--- src/design/emt_pkg.sv ---
//------------------------------------------------------------------------------
// emt_pkg
// Shared types and constants for the extent map translator.
//------------------------------------------------------------------------------
`default_nettype none

package emt_pkg;

    localparam int EXTENT_SLOTS = 8;
    localparam int SLOT_W       = $clog2(EXTENT_SLOTS);
    localparam int POS_W        = 48;
    localparam int CNT_W        = 32;
    localparam int OFFS_W       = 20;
    localparam int CAP_W        = 21;
    localparam int TOTAL_W      = 35;
    localparam int DIV_CNT_W    = $clog2(POS_W);

    localparam logic [CAP_W-1:0] CAP_RESET = CAP_W'(4096);
    localparam logic [CAP_W-1:0] CAP_MAX   = CAP_W'(1048576);

    localparam logic [1:0] OP_LOOKUP = 2'd0;
    localparam logic [1:0] OP_APPEND = 2'd1;
    localparam logic [1:0] OP_CLEAR  = 2'd2;

    localparam logic [1:0] STS_OK         = 2'd0;
    localparam logic [1:0] STS_NOT_MAPPED = 2'd1;
    localparam logic [1:0] STS_NO_SPACE   = 2'd2;
    localparam logic [1:0] STS_OVERFLOW   = 2'd3;

    typedef struct packed {
        logic [1:0]       opcode;
        logic [POS_W-1:0] byte_position;
        logic [POS_W-1:0] base_block;
        logic [CNT_W-1:0] num_blocks;
    } emt_in_t;

    typedef struct packed {
        logic [1:0]         status;
        logic [POS_W-1:0]   physical_block;
        logic [OFFS_W-1:0]  block_offset;
        logic [POS_W-1:0]   logical_index;
        logic [TOTAL_W-1:0] allocated_blocks;
    } emt_out_t;

    typedef struct packed {
        logic              load;
        logic              div_step;
        logic              div_last;
        logic              check;
        logic              walk_step;
        logic [SLOT_W-1:0] slot;
        logic              finish;
    } emt_cmd_t;

    typedef struct packed {
        logic resolved;
    } emt_sts_t;

endpackage

`default_nettype wire

--- src/design/emt_datapath.sv ---
//------------------------------------------------------------------------------
// emt_datapath
// Extent table, restoring divider, extent walk and result register.
//------------------------------------------------------------------------------
`default_nettype none

module emt_datapath import emt_pkg::*; (
    input  wire logic             aclk,
    input  wire logic             aresetn,
    input  wire logic             cfg_wr_en,
    input  wire logic [CAP_W-1:0] cfg_wr_data,
    input  wire emt_in_t          in_word,
    input  wire emt_cmd_t         cmd,
    output emt_sts_t              sts,
    output emt_out_t              out_word
);

    logic [CAP_W-1:0]   cap_reg;
    logic [CAP_W-1:0]   cap_eff;

    logic [POS_W-1:0]   ext_start_reg [EXTENT_SLOTS];
    logic [CNT_W-1:0]   ext_len_reg   [EXTENT_SLOTS];
    logic [EXTENT_SLOTS-1:0] ext_valid_reg;
    logic [TOTAL_W-1:0] total_reg;

    logic [1:0]         op_reg;
    logic [POS_W-1:0]   start_in_reg;
    logic [CNT_W-1:0]   count_in_reg;
    logic [POS_W-1:0]   quot_reg;
    logic [OFFS_W-1:0]  rem_reg;
    logic [POS_W-1:0]   rel_reg;
    logic [POS_W-1:0]   phys_reg;
    logic [1:0]         status_reg;
    logic               resolved_reg;
    emt_out_t           out_reg;

    logic [CAP_W-1:0]   div_r;
    logic [CAP_W-1:0]   div_sub;
    logic               div_ge;
    logic [OFFS_W-1:0]  rem_step;
    logic [POS_W-1:0]   quot_step;

    logic [POS_W-1:0]   rd_start;
    logic [CNT_W-1:0]   rd_len;
    logic               rd_valid;
    logic [POS_W:0]     walk_diff;
    logic               walk_hit;
    logic [POS_W-1:0]   walk_phys;
    logic [POS_W:0]     app_end;
    logic               app_merge;
    logic [CNT_W:0]     app_sum;
    logic [POS_W:0]     chk_sum;
    logic               chk_ovf;
    logic               is_lookup;
    logic               is_append;

    always_comb begin
        if (cap_reg == '0) begin
            cap_eff = CAP_W'(1);
        end else if (cap_reg > CAP_MAX) begin
            cap_eff = CAP_MAX;
        end else begin
            cap_eff = cap_reg;
        end
    end

    // one quotient bit per step
    assign div_r     = {rem_reg, quot_reg[POS_W-1]};
    assign div_ge    = div_r >= cap_eff;
    assign div_sub   = div_r - cap_eff;
    assign rem_step  = div_ge ? div_sub[OFFS_W-1:0] : div_r[OFFS_W-1:0];
    assign quot_step = {quot_reg[POS_W-2:0], div_ge};

    assign rd_start  = ext_start_reg[cmd.slot];
    assign rd_len    = ext_len_reg[cmd.slot];
    assign rd_valid  = ext_valid_reg[cmd.slot];

    assign walk_diff = {1'b0, rel_reg} - {{(POS_W-CNT_W+1){1'b0}}, rd_len};
    assign walk_hit  = walk_diff[POS_W];
    assign walk_phys = rd_start + rel_reg;

    assign app_end   = {1'b0, rd_start} + {{(POS_W-CNT_W+1){1'b0}}, rd_len};
    assign app_merge = app_end == {1'b0, start_in_reg};
    assign app_sum   = {1'b0, rd_len} + {1'b0, count_in_reg};

    assign chk_sum   = {1'b0, start_in_reg} + {{(POS_W-CNT_W+1){1'b0}}, count_in_reg};
    assign chk_ovf   = chk_sum > {1'b1, {POS_W{1'b0}}};

    assign is_lookup = op_reg == OP_LOOKUP;
    assign is_append = op_reg == OP_APPEND;

    always_ff @(posedge aclk) begin
        if (!aresetn) begin
            cap_reg       <= CAP_RESET;
            ext_valid_reg <= '0;
            total_reg     <= '0;
            resolved_reg  <= 1'b0;
        end else begin
            if (cfg_wr_en) begin
                cap_reg <= cfg_wr_data;
            end
            if (cmd.load) begin
                resolved_reg <= 1'b0;
                if (in_word.opcode == OP_CLEAR) begin
                    ext_valid_reg <= '0;
                    total_reg     <= '0;
                end
            end
            if (cmd.check && (count_in_reg == '0 || chk_ovf)) begin
                resolved_reg <= 1'b1;
            end
            if (cmd.walk_step && rd_valid && is_lookup && walk_hit) begin
                resolved_reg <= 1'b1;
            end
            if (cmd.walk_step && is_append) begin
                if (!rd_valid) begin
                    ext_valid_reg[cmd.slot] <= 1'b1;
                    total_reg    <= total_reg + TOTAL_W'(count_in_reg);
                    resolved_reg <= 1'b1;
                end else if (app_merge) begin
                    if (!app_sum[CNT_W]) begin
                        total_reg <= total_reg + TOTAL_W'(count_in_reg);
                    end
                    resolved_reg <= 1'b1;
                end
            end
        end
    end

    always_ff @(posedge aclk) begin
        if (cmd.load) begin
            op_reg       <= in_word.opcode;
            start_in_reg <= in_word.base_block;
            count_in_reg <= in_word.num_blocks;
            quot_reg     <= in_word.byte_position;
            rem_reg      <= '0;
            phys_reg     <= '0;
            unique case (in_word.opcode)
                OP_LOOKUP: status_reg <= STS_NOT_MAPPED;
                OP_APPEND: status_reg <= STS_NO_SPACE;
                default:   status_reg <= STS_OK;
            endcase
        end
        if (cmd.div_step) begin
            quot_reg <= quot_step;
            rem_reg  <= rem_step;
            if (cmd.div_last) begin
                rel_reg <= quot_step;
            end
        end
        if (cmd.check) begin
            if (count_in_reg == '0) begin
                status_reg <= STS_OK;
            end else if (chk_ovf) begin
                status_reg <= STS_OVERFLOW;
            end
        end
        if (cmd.walk_step && rd_valid && is_lookup) begin
            if (walk_hit) begin
                phys_reg   <= walk_phys;
                status_reg <= STS_OK;
            end else begin
                rel_reg <= walk_diff[POS_W-1:0];
            end
        end
        if (cmd.walk_step && is_append) begin
            if (!rd_valid) begin
                ext_start_reg[cmd.slot] <= start_in_reg;
                ext_len_reg[cmd.slot]   <= count_in_reg;
                status_reg              <= STS_OK;
            end else if (app_merge) begin
                if (app_sum[CNT_W]) begin
                    status_reg <= STS_OVERFLOW;
                end else begin
                    ext_len_reg[cmd.slot] <= app_sum[CNT_W-1:0];
                    status_reg            <= STS_OK;
                end
            end
        end
        if (cmd.finish) begin
            out_reg.status           <= status_reg;
            out_reg.physical_block   <= phys_reg;
            out_reg.block_offset     <= is_lookup ? rem_reg : '0;
            out_reg.logical_index    <= is_lookup ? quot_reg : '0;
            out_reg.allocated_blocks <= total_reg;
        end
    end

    assign sts.resolved = resolved_reg;
    assign out_word     = out_reg;

endmodule

`default_nettype wire

--- src/design/emt_ctrl.sv ---
//------------------------------------------------------------------------------
// emt_ctrl
// Sequencer: divide, check, slot walk and result handoff.
//------------------------------------------------------------------------------
`default_nettype none

module emt_ctrl import emt_pkg::*; (
    input  wire logic       aclk,
    input  wire logic       aresetn,
    input  wire logic       s_valid,
    output logic            s_ready,
    input  wire logic [1:0] in_opcode,
    output logic            m_valid,
    input  wire logic       m_ready,
    input  wire emt_sts_t   sts,
    output emt_cmd_t        cmd
);

    typedef enum logic [2:0] {
        ST_IDLE,
        ST_DIV,
        ST_CHECK,
        ST_WALK,
        ST_FINISH
    } state_t;

    state_t                 state_reg, state_next;
    logic [DIV_CNT_W-1:0]   cnt_reg, cnt_next;
    logic [SLOT_W-1:0]      slot_reg, slot_next;
    logic                   m_valid_reg, m_valid_next;

    always_comb begin
        state_next   = state_reg;
        cnt_next     = cnt_reg;
        slot_next    = slot_reg;
        m_valid_next = m_valid_reg && !m_ready;
        cmd          = '0;
        cmd.slot     = slot_reg;
        s_ready      = 1'b0;
        unique case (state_reg)
            ST_IDLE: begin
                s_ready = 1'b1;
                if (s_valid) begin
                    cmd.load  = 1'b1;
                    cnt_next  = '0;
                    slot_next = '0;
                    unique case (in_opcode)
                        OP_LOOKUP: state_next = ST_DIV;
                        OP_APPEND: state_next = ST_CHECK;
                        default:   state_next = ST_FINISH;
                    endcase
                end
            end
            ST_DIV: begin
                cmd.div_step = 1'b1;
                cmd.div_last = cnt_reg == DIV_CNT_W'(POS_W - 1);
                cnt_next     = cnt_reg + DIV_CNT_W'(1);
                if (cmd.div_last) begin
                    state_next = ST_WALK;
                end
            end
            ST_CHECK: begin
                cmd.check  = 1'b1;
                state_next = ST_WALK;
            end
            ST_WALK: begin
                if (sts.resolved) begin
                    state_next = ST_FINISH;
                end else begin
                    cmd.walk_step = 1'b1;
                    if (slot_reg == SLOT_W'(EXTENT_SLOTS - 1)) begin
                        state_next = ST_FINISH;
                    end else begin
                        slot_next = slot_reg + SLOT_W'(1);
                    end
                end
            end
            ST_FINISH: begin
                if (!m_valid_reg || m_ready) begin
                    cmd.finish   = 1'b1;
                    m_valid_next = 1'b1;
                    state_next   = ST_IDLE;
                end
            end
            default: state_next = ST_IDLE;
        endcase
    end

    always_ff @(posedge aclk) begin
        if (!aresetn) begin
            state_reg   <= ST_IDLE;
            cnt_reg     <= '0;
            slot_reg    <= '0;
            m_valid_reg <= 1'b0;
        end else begin
            state_reg   <= state_next;
            cnt_reg     <= cnt_next;
            slot_reg    <= slot_next;
            m_valid_reg <= m_valid_next;
        end
    end

    assign m_valid = m_valid_reg;

    // result register never overwritten while a word is still waiting
    a_finish_free: assert property (@(posedge aclk) disable iff (!aresetn)
        cmd.finish |-> (!m_valid_reg || m_ready))
        else $error("result overwritten before handoff");

    a_finish_valid: assert property (@(posedge aclk) disable iff (!aresetn)
        cmd.finish |=> m_valid)
        else $error("finished word not presented");

    a_one_item: assert property (@(posedge aclk) disable iff (!aresetn)
        (s_valid && s_ready) |=> !s_ready)
        else $error("second word taken while busy");

    a_walk_excl: assert property (@(posedge aclk) disable iff (!aresetn)
        !(cmd.walk_step && (cmd.div_step || cmd.check || cmd.load)))
        else $error("walk overlaps another step");

endmodule

`default_nettype wire

--- src/design/extent_map_translator_unit.sv ---
// Extent map translator: translates a 48-bit file byte position into a
// logical block, offset and physical block through a table of eight extents,
// and appends or clears extents. One word is in flight at a time. A lookup
// runs a one-bit-per-cycle restoring divider by the block data capacity,
// then walks the extent slots, after the word is loaded and before the result
// is handed off. An append takes one range check and then walks the slots;
// clear and the unused opcode go straight from load to handoff. A new word is
// accepted while the previous result still waits in the output register. The
// capacity register is to be written only while the unit is idle; the unit
// itself does not enforce this.
//------------------------------------------------------------------------------
// extent_map_translator_unit
// Top level: controller and datapath.
//------------------------------------------------------------------------------
`default_nettype none

module extent_map_translator_unit import emt_pkg::*; (
    input  wire logic             aclk,
    input  wire logic             aresetn,
    input  wire logic             s_valid,
    output logic                  s_ready,
    input  wire emt_in_t          s_data,
    output logic                  m_valid,
    input  wire logic             m_ready,
    output emt_out_t              m_data,
    input  wire logic             cfg_wr_en,
    input  wire logic [CAP_W-1:0] cfg_wr_data
);

    emt_cmd_t cmd;
    emt_sts_t sts;

    emt_ctrl u_ctrl (
        .aclk      (aclk),
        .aresetn   (aresetn),
        .s_valid   (s_valid),
        .s_ready   (s_ready),
        .in_opcode (s_data.opcode),
        .m_valid   (m_valid),
        .m_ready   (m_ready),
        .sts       (sts),
        .cmd       (cmd)
    );

    emt_datapath u_datapath (
        .aclk        (aclk),
        .aresetn     (aresetn),
        .cfg_wr_en   (cfg_wr_en),
        .cfg_wr_data (cfg_wr_data),
        .in_word     (s_data),
        .cmd         (cmd),
        .sts         (sts),
        .out_word    (m_data)
    );

endmodule

`default_nettype wire

--- config.mk ---
export PLATFORM = sky130hd
export DESIGN_NAME = extent_map_translator_unit
export DESIGN_NICKNAME = d
export VERILOG_FILES = /design/src/design/emt_pkg.sv /design/src/design/emt_datapath.sv /design/src/design/emt_ctrl.sv /design/src/design/extent_map_translator_unit.sv
export SDC_FILE = /design/constraint.sdc
export NUM_CORES = 2
export LEC_CHECK = 0
export ABC_AREA = 1
export ABC_CLOCK_PERIOD_IN_PS = 26200
export BUFFER_PORTS_ARGS = -buffer_cell sky130_fd_sc_hd__buf_2
export CORE_MARGIN = 5
export CORE_UTILIZATION = 30
export CTS_CLUSTER_SIZE = 25
export DETAILED_ROUTE_END_ITERATION = 8
export PLACE_DENSITY = 0.51
export SYNTH_ARGS = -nofsm -noshare
export SYNTH_HDL_FRONTEND = slang
export SYNTH_SLANG_ARGS = --single-unit
export TNS_END_PERCENT = 5
--- constraint.sdc ---
create_clock -name aclk -period 26.2 [get_ports aclk]
set_input_delay 1.31 -clock aclk [delete_from_list [all_inputs] [get_ports aclk]]
set_output_delay 1.31 -clock aclk [all_outputs]
set_load 0.01 [all_outputs]
==> qor.yml <==
clock_sinks: 1122
place_ws_ns: 18.07
detail_route.wl_per_cell_um: 21.3
fin_ws_ns: 18.12
synth_nets: 6959
initialDrtViolationCount: 3911
peakVddDrop_mv: 0.0789
arrival_ns: 8.45
clock_latency_ns: 0.80
clock.fmax_ghz: 0.124
postRouteAntennaNets: 0
fin_nets: 7286
timing.rr.end: "u_datapath.ext_len_reg[6][16]$_DFFE_PP_"
rows: 162
antenna_found_initial: 14
path_class: "flip-flop to flip-flop"
syn_inst: 6565
clock_path_buffers: 3
r2r.worst_path.cells: 26
cts_buffers: 130
ys.flop_type: "edfxtp_1"
synth_area_um2: 58900
area_delta_synth_final_pct: 15.5
cts_repair_resize_count: 0
largest_register_ffs: 384
rsz0062_at_grt: "no"
path_clk_slew_ns: 0.06
cp-end-kind: "flip-flop"
worstSetupStartpointType: "flip-flop"
initial_core_util: 0.302
grt.total_usage: 0.193
drt_pass1_iterations: 5
slowest_delay_ns: 0.97
grt_pass1_vias: 46200
cts_max_level: 4
vias: 47800
viasPerCell: 4.97
ys_ff_latch: 1122
cts_tree: "yes"
place_congestion: 0.938
drc: 0
grt_start_max_net_pins: 188
port_buffers: 310
report.final.slew_viol_count: 0
drive_above_1_share: 0.102
finalPower_mw: 7.40
grt_pass1_wl_um: 300000
crit_top_cell: "nand2_1"
critPathTopFamily: "simple AND/OR/NAND/NOR gates"
setup.worst_path.end: "u_datapath.ext_len_reg[6][16]$_DFFE_PP_"
p_leak_nw: 27.8
fill_cells: 20100
yosys_warnings: 0
dieArea_um2: 205000
cp.buffers_inverters: 4
chipWidth_um: 453
cp.required_ns: 26.58
worstPathMaxFanout: 58
totalNegativeSetupSlack_ns: 0
cp.depth: 26
pwr_density_cell_nw_per_um2: 109
cp_slowest_cell: "nor2_4"
yosysUniqueCellTypes: 62
die_h_um: 453
root_buffer: "clkbuf_16"
finalHoldViolations: 0
hold-worst-slack_ns: 0.429
fin_crit_sh: 0.308
ioPinCount: 311
status: "finished clean"
fp.coreArea_um2: 195000
avgSynthCellArea_um2: 8.98
maxSlewHeadroom: 0.165
ff2ff_setup_slack_ns: 18.12
setup_viol: 0
worst_slew_pin_slew_ns: 1.25
hp-class: "flip-flop to flip-flop"
post-cts-setup-buffer-count: 0
async_flop_share: 0
period_minus_slack_ns: 8.08
postCtsHoldBufs: 0
dp_hpwl_um: 148000
drt-total-wl_um: 205000
cap_viol_max_count: 0
overflow: 0
synth_edf_count: 943
skew_ns: 0.0373
synth-seq-area-share: 0.541
worst min-delay path by stage:
| stage | end | from | slack [ns] | depth (start not counted) |
|---|---|---|---|---|
| 6_report | u_datapath.out_word[114]$_DFFE_PP_ | u_datapath.phys_reg[11]$_DFF_P_ | 0.43 | 0 |
| 5_1_grt | u_datapath.out_word[109]$_DFFE_PP_ | u_datapath.phys_reg[6]$_DFF_P_ | 0.44 | 0 |
| 4_1_cts | u_datapath.out_word[114]$_DFFE_PP_ | u_datapath.phys_reg[11]$_DFF_P_ | 0.43 | 0 |
| 3_5_place_dp | u_datapath.out_word[106]$_DFFE_PP_ | u_datapath.phys_reg[3]$_DFF_P_ | 0.42 | 0 |
| 3_3_place_gp | u_datapath.out_word[116]$_DFFE_PP_ | u_datapath.phys_reg[13]$_DFF_P_ | 0.41 | 0 |
| 2_1_floorplan | u_datapath.out_word[151]$_DFFE_PP_ | u_datapath.status_reg[0]$_DFF_P_ | 0.40 | 0 |
placed cells by master, fill, tap and decap left out, drive strengths merged, types with 11 or more instances in the layout:
cell type and instances:
a21boi 20, a21o 16, a21oi 357, a31oi 65, buf 413, clkbuf 154, clkinv 53, clkinvlp 11
dfxtp 179, edfxtp 943, ha 231, inv 729, nand2 1235, nand3 337, nand3b 21, nand4 47
nor2 945, nor3 47, nor4 26, o211ai 17, o21a 15, o21ai 715, o21bai 21, o22ai 106
or2 11, xnor2 87, xor2 129
per-stage QoR:
stage,util,cells,instance area (um^2)
6_report,0.349,9619,68100
5_1_grt,0.349,9615,68100
4_1_cts,0.349,9615,68100
3_5_place_dp,0.327,9384,63800
3_3_place_gp,0.327,9384,63800
2_1_floorplan,-,6565,58900
report_power, final:
| part | switching [mW] | leakage [nW] | total (mW) | internal, mW |
|---|---|---|---|---|
| Clock | 0.770 | 2.04 | 1.81 | 1.04 |
| Combinational | 2.25 | 15.7 | 3.20 | 0.950 |
| Sequential | 0.164 | 10.1 | 2.39 | 2.23 |
logic make-up after synthesis:
kind of cell,Yosys count,synth area share
and+or+nand+nor,2682,0.187
AOI/OAI and AO/OA,1362,0.126
DFF,1122,0.541
buffers and inverters,944,0.0621
adders and majority gates,238,0.0514
xor gates and xnor gates,216,0.0321
muxes,1,0.000170
area by class of cell:
class	count	area [um^2]	area share
Antenna cell	4	10.0	0.000147
Clock buffer	154	3400	0.0499
Clock inverter	77	850	0.0125
Inverter	726	2740	0.0403
Multi-Input combinational cell	4499	23600	0.346
Sequential cell	1122	31900	0.469
Tap cell	2624	3280	0.0482
Timing Repair Buffer	413	2340	0.0343
cell usage after synthesis (5+ instances only):
library cell | instances | share of area
or2_2 | 11 | 0.0012
a21o_1 | 16 | 0.0020
xnor2_1 | 87 | 0.013
nand3b_1 | 21 | 0.0027
xor2_1 | 129 | 0.019
inv_1 | 711 | 0.045
o211ai_1 | 16 | 0.0020
buf_4 | 7 | 0.00089
o22ai_1 | 106 | 0.011
and3_1 | 6 | 0.00064
clkbuf_1 | 165 | 0.011
o221ai_1 | 7 | 0.0010
a31oi_1 | 65 | 0.0069
o21ai_0 | 661 | 0.056
a21boi_0 | 18 | 0.0023
buf_1 | 17 | 0.0011
edfxtp_1 | 943 | 0.48
dfxtp_1 | 179 | 0.061
nor2_1 | 935 | 0.060
a211oi_1 | 5 | 0.00064
nand2_1 | 1224 | 0.078
buf_2 | 21 | 0.0018
fa_1 | 7 | 0.0024
a21oi_1 | 355 | 0.030
ha_1 | 231 | 0.049
o21bai_1 | 21 | 0.0027
nand3_1 | 335 | 0.028
nand4_1 | 44 | 0.0047
nor4_1 | 26 | 0.0028
o21ai_1 | 34 | 0.0029
inv_2 | 8 | 0.00051
buf_6 | 8 | 0.0015
nor3_1 | 45 | 0.0038
nand2_2 | 10 | 0.0011
nor2_2 | 8 | 0.00085
o21a_1 | 15 | 0.0019
o21ai_2 | 20 | 0.0030
routing by layer:
metal  share of wire  GRT usage  vias to the layer above
li1                -          -                    23100
met1            0.45      0.265                    23000
met2            0.46      0.319                     1489
met3           0.060     0.0304                      265
met4           0.027     0.0523                        0
met5               0          0                        -
(Power assumes the default switching activity.)
